File: config.mk
export PLATFORM = sky130hd
export DESIGN_NAME = msc_mem
export DESIGN_NICKNAME = d
export VERILOG_FILES = /design/src/hw/rtl/msc_pkg.sv /design/src/hw/rtl/msc_mem.sv
export SDC_FILE = /design/constraint.sdc
export NUM_CORES = 2
export LEC_CHECK = 0
export CELL_PAD_IN_SITES_DETAIL_PLACEMENT = 1
export CELL_PAD_IN_SITES_GLOBAL_PLACEMENT = 1
export CORE_ASPECT_RATIO = 2
export CORE_MARGIN = 10
export CORE_UTILIZATION = 40
export CTS_BUF_LIST = sky130_fd_sc_hd__clkbuf_2
export DETAILED_ROUTE_END_ITERATION = 8
export DONT_BUFFER_PORTS = 1
export PLACE_DENSITY_LB_ADDON = 0.1
export RECOVER_POWER = 50
export SETUP_SLACK_MARGIN = 0.2
export SYNTH_ARGS = -nofsm -noshare
export SYNTH_HDL_FRONTEND = slang
export SYNTH_SLANG_ARGS = --single-unit
File: constraint.sdc
create_clock -name clk -period 10.3 [get_ports clk]
set_input_delay 1.03 -clock clk [delete_from_list [all_inputs] [get_ports clk]]
set_output_delay 1.03 -clock clk [all_outputs]
set_load 0.01 [all_outputs]
File: src/hw/rtl/msc_pkg.sv
// Package: shared types, constants and state codes of the counted merge sort core.
package msc_pkg;
	localparam int unsigned DefMaxElements = 64;
	localparam int unsigned CountW = 10;
	localparam logic [CountW-1:0] CountLimit = 10'd1023;
	localparam int unsigned StackDepth = 7;

	typedef struct packed {
		logic signed [31:0] element;
		logic final_element;
	} in_word_t;

	typedef struct packed {
		logic signed [31:0] sorted_value;
		logic run_end;
		logic [CountW-1:0] compare_total;
		logic [CountW-1:0] move_total;
		logic overflowed;
	} out_word_t;

	typedef enum logic [3:0] {
		ST_LOAD, ST_START, ST_SPLIT, ST_MRA, ST_MRB, ST_MWR, ST_CRD, ST_CWR,
		ST_EMIT_RD, ST_EMIT
	} msc_state_t;

	typedef enum logic [1:0] {
		PH_LEFT, PH_RIGHT, PH_MERGE
	} msc_phase_t;
endpackage

File: src/hw/rtl/msc_mem.sv
// Memory: one-port-write, one-port-read synchronous RAM with registered read data.
module msc_mem import msc_pkg::*; #(
	parameter int unsigned DEPTH = DefMaxElements,
	parameter int unsigned AW = (DEPTH > 1) ? $clog2(DEPTH) : 1
) (
	input  logic clk,
	input  logic we,
	input  logic [AW-1:0] waddr,
	input  logic [31:0] wdata,
	input  logic [AW-1:0] raddr,
	output logic [31:0] rdata
);
	logic [31:0] mem [DEPTH];
	always_ff @(posedge clk) begin
		if (we) begin
			mem[waddr] <= wdata;
		end
		rdata <= mem[raddr];
	end
endmodule

### Word level (Yosys, flattened, before mapping)

Memory sizes are Yosys's and may differ from the RTL's. A register that Yosys moved wholly into a read port is not among the register bits.
Cells that the tools add are included.

* ROM bits: 0
* flip-flop bits (word level): 0
* logic and storage cells: 3
* memories: 1
* memory bits (writable): 2048
* bits in latches: 0

Memories
* mem: depth 64, width 32, rd ports 1, clocked after Yosys merged registers in 1, write ports 1, RTL line msc_mem.sv:13 `logic [31:0] mem [DEPTH];`

* bitwise operators: 0
* magnitude comparators: 0
* multiplexer cells: 2
* reductions and logical operators: 0
* equality and inequality tests: 0
* divide/modulo/power cells: 0
* shift operators: 0
* multipliers: 0
* add/sub/neg operators: 0

Operator list (number)
* $mux 1: 2

### Depth between registers and ports, before layout

* word-level depth: 2
* depth in mapped cells: 10

### Least setup slack after synthesis

No wires, ideal clock.

* kind: in2reg
* start: input port waddr[3]
* end: memory mem[48][0], enable pin
* path buffers: 1
* arrival: 3.729 ns
* library setup time: 0.461 ns
* stages: 4
* slack: 6.110 ns
* path through: clkbuf_1 -> nor2b_1 -> nand4b_1 -> nor3_1

RTL lines
* start: declaration: RTL line msc_mem.sv:8 `input logic [AW-1:0] waddr,`
* end: declaration: RTL line msc_mem.sv:13

No word-level cell before the write port.

==> flow_summary.rst <==
.. list-table::
   :header-rows: 1

   * - Metric
     - Value
   * - Run status
     - complete, but fails checks
   * - Violations in the final reports
     - max-capacitance violations, max-slew violations
   * - Area fraction in and, or, nand and nor cells after synthesis
     - between 1 and 1.5%
   * - Area after detailed placement
     - 81900 µm²
   * - Synth Warn #
     - 0
   * - Most common cell after layout, fill and taps aside
     - edfxtp_1
   * - Post-route DRC violation count
     - 0
   * - TritonCTS clock tree
     - built
   * - I/O pin count
     - just under 80
   * - Utilization of the core after routing
     - about 44%
   * - Leakage
     - about 27 nW
   * - Post-layout instance count excluding filler cells
     - between 6000 and 7000
   * - Synthesized area
     - about 80000 µm²
   * - Post-CTS setup buffers
     - 0
   * - Setup repair after global routing missed its margin
     - false
   * - Clk sinks
     - between 2000 and 2500
   * - Overall power consumption
     - between 15 and 20 mW
   * - Placement Setup Slack
     - between 6 and 7 ns
   * - Crit path time final
     - 3.82 ns
   * - Cell-by-cell listing of the critical path
     - buf_16, buf_16, nand2_1, buf_4, o22ai_1, nor2_1, a21oi_1, dlygate4sd3_1, nor2_1, dlygate4sd3_1
   * - Setup skew after layout
     - 0.121 ns
   * - Fill count
     - between 15000 and 20000
   * - Area of the die
     - 215000 µm²
   * - Post-DR vias/cell
     - around 5.6
   * - Required time worst endpoint
     - between 10 and 15 ns
   * - Crit path arrival time
     - 5.34 ns
   * - Classification of the worst setup path
     - in -> reg
   * - Die span in x
     - about 330 µm
   * - Floorplan core area
     - approximately 200000 µm²
   * - HPWL reported at the end of detailed placement
     - around 110000 µm
   * - Count of final setup violators
     - 0
   * - Total clock buffers created by CTS
     - 463
   * - Vias in the first global route
     - roughly 41000
   * - Crit path capture type
     - register
   * - Number of gates resized after CTS
     - 0
   * - Largest fanout of any net on the critical path
     - roughly 170
   * - Commonest cells after routing, fill and taps aside
     - edfxtp_1 (2048), clkbuf_2 (669), mux4_2 (544)
   * - Number of endpoints with negative hold slack in the final report
     - 0
   * - Pin count of the biggest net entering global routing
     - 514
   * - Max H-tree Level
     - 5
   * - Fmax achieved
     - 0.262 GHz
   * - NumNets Final
     - around 3800
   * - Maximum buffer depth of the clock tree
     - 4
   * - Post-route fraction of the period consumed by the critical path
     - a little under two fifths
   * - Height of the chip
     - 647 µm
   * - Cell with the largest stage delay on the worst path
     - buf_16
   * - Layout cell share with drive strength beyond 1
     - 33.9%
   * - Syn Area/Cell
     - 23.6 µm²
   * - WHS
     - just under 0.09 ns
   * - Main combinational cell family by area after synthesis
     - multiplexers
   * - Post-Route Setup TNS
     - 0 ns
   * - Unique masters post-synth
     - 34
   * - Number of DRC markers in iteration 0
     - roughly 3300
   * - Worst max-slew margin expressed relative to the limit
     - -117%
   * - Biggest cell delay along the critical path
     - 0.84 ns
   * - Type of the most critical hold path
     - in -> reg
   * - Share of the synthesized area in compound gates (AO/OA/AOI/OAI)
     - about 1.7%
   * - Wire length the detailed router placed on met1
     - around 90000 µm
   * - Root Buffer
     - clkbuf_2
   * - Buffering stage count on the worst path with inverters included
     - 5
   * - Critical Path Source Type
     - primary input
   * - Count of max-cap constraint violations
     - 35
   * - Area leader, netlist
     - edfxtp_1
   * - Share of the synthesized area in the top cell type
     - between 70% and 80%
   * - Initial cell density of the core
     - approximately two fifths
   * - Number of nets with antenna violations after detailed routing
     - 0
   * - Detailed Route WL
     - ~220000 µm
   * - Gate family responsible for the most delay along the worst path
     - buffers and inverters
   * - 1st-pass router iterations
     - 5
   * - Clock-pin transition on the worst setup and hold timing paths
     - around 0.11 ns
   * - Overall Global Routing Usage
     - between 20% and 30%
   * - Total count of max-transition violations in the final report
     - roughly 2200
   * - Global-route wire length before repair
     - 318000 µm
   * - Total placed cells including tap cells
     - roughly 5800
   * - Insertion delay of the later-clocked pin in the worst-skew pair
     - 1.64 ns
   * - Synthesized net count
     - between 3000 and 4000
   * - Average wire per cell in the routed design
     - ~34 µm
   * - Portion of the post-synthesis area used by sequential elements
     - 79.1%
   * - Count of vias placed by the detailed router
     - approximately 38000
   * - Actual transition at the worst max-transition pin
     - between 3 and 4 ns
   * - Area of all placed cells without fillers
     - about 87000 µm²
   * - #FFs+latches synth
     - roughly 2100
   * - Overflow left after global routing
     - 0
   * - Biggest area contributors in the synthesized netlist
     - edfxtp_1 (78%), mux4_2 (16%), mux2i_1 (1.2%)
   * - Post-synthesis cell count
     - around 3300
   * - Xor-xnor portion of the synthesized cell area
     - 0%
   * - Area added between synthesis and finish
     - 10.6%
   * - Total number of placement rows
     - 230
   * - Routed wire length on met2
     - approximately 120000 µm
   * - Top metal layer carrying routed signals
     - met5
   * - IR drop worst, VDD
     - a little under 90 µV
   * - Met3 Wirelength
     - 10400 µm
   * - Power Density
     - 176 nW/µm²
   * - Count of port buffers added during placement
     - 0
   * - Least setup slack across all paths after layout
     - between 6 and 7 ns
   * - Antenna violations before repair
     - 11
   * - RD Place Congestion
     - 0.734
   * - Synth Area in Adders
     - 0%
   * - Portion of netlist area occupied by mux cells
     - between 15 and 20%
## state kept, by name (all words and copies together) (netlist names)
name and flops:
mem 2048, rdata 32
## cell type report
class	instances	area (µm²)	share of cell area, %
antenna	8	20.0	0.0230
timing repair buffer	168	1360	1.57
clock inverter	157	827	0.952
tap	2552	3190	3.68
sequential	2080	62100	71.5
multi-input combinational	1062	16000	18.4
clock buffer	669	3350	3.85
## tightest hold or removal path, stage by stage
cell and delay, ns:
mux4_2 0.21, mux4_2 0.23, o22ai_1 0.07, nor2_1 0.09
## logic make-up (layout without fill, tap and decap cells)
family,Yosys count,in the layout
muxes,637,637
other,0,8
DFF,2080,2080
AOI/OAI and AO/OA,202,202
buffers and inverters,182,994
and+or+nand+nor,223,223
## routing by layer
layer  vias to the layer above  global-route usage, %
li1                      15500                      -
met5                         -                      0
met2                      1180                   36.7
met3                       347                   3.50
met4                         6                   6.41
met1                     20700                   26.2
## Yosys cell counts
library cell	count
a21oi_1	62
a22oi_1	12
a311oi_1	8
a31oi_1	1
a41o_1	4
and2_1	2
and3_1	4
buf_1	21
buf_2	57
buf_4	25
buf_6	5
clkbuf_1	74
dfxtp_1	32
edfxtp_1	2048
mux2i_1	93
mux4_2	544
nand2_1	26
nand2b_1	8
nand3_1	5
nand3b_1	5
nand4_1	2
nand4b_1	1
nor2_1	137
nor2b_1	15
nor3_1	7
o221ai_1	27
o22ai_1	84
o32ai_1	4
or2_0	1
or2_1	1
or2_2	1
or3_1	3
or3b_1	2
or3b_2	3
## repair_timing
action                     4_1_cts  5_1_grt
setup endpoints to repair        0        0
hold endpoints to repair      2177        0
hold buffers                    84        0
## worst paths after layout
kind | from | to | slack (ns) | depth (start not counted)
setup reg to reg | mem[46][15] | rdata[15] | 7.50 | 7
setup / recovery | raddr[1] | rdata[15] | 6.48 | 10
hold reg to reg | mem[13][17] | rdata[17] | 0.78 | 4
hold / removal | raddr[0] | rdata[24] | 0.09 | 4
## report_power, final
part           internal (mW)  switching, mW  total (mW)  leakage [nW]
Combinational          0.305          0.442       0.747          5.42
Clock                   1.92           3.22        5.14          3.17
Sequential              9.38         0.0592        9.44          18.7
No activity file was read; power rests on OpenSTA's default activity.
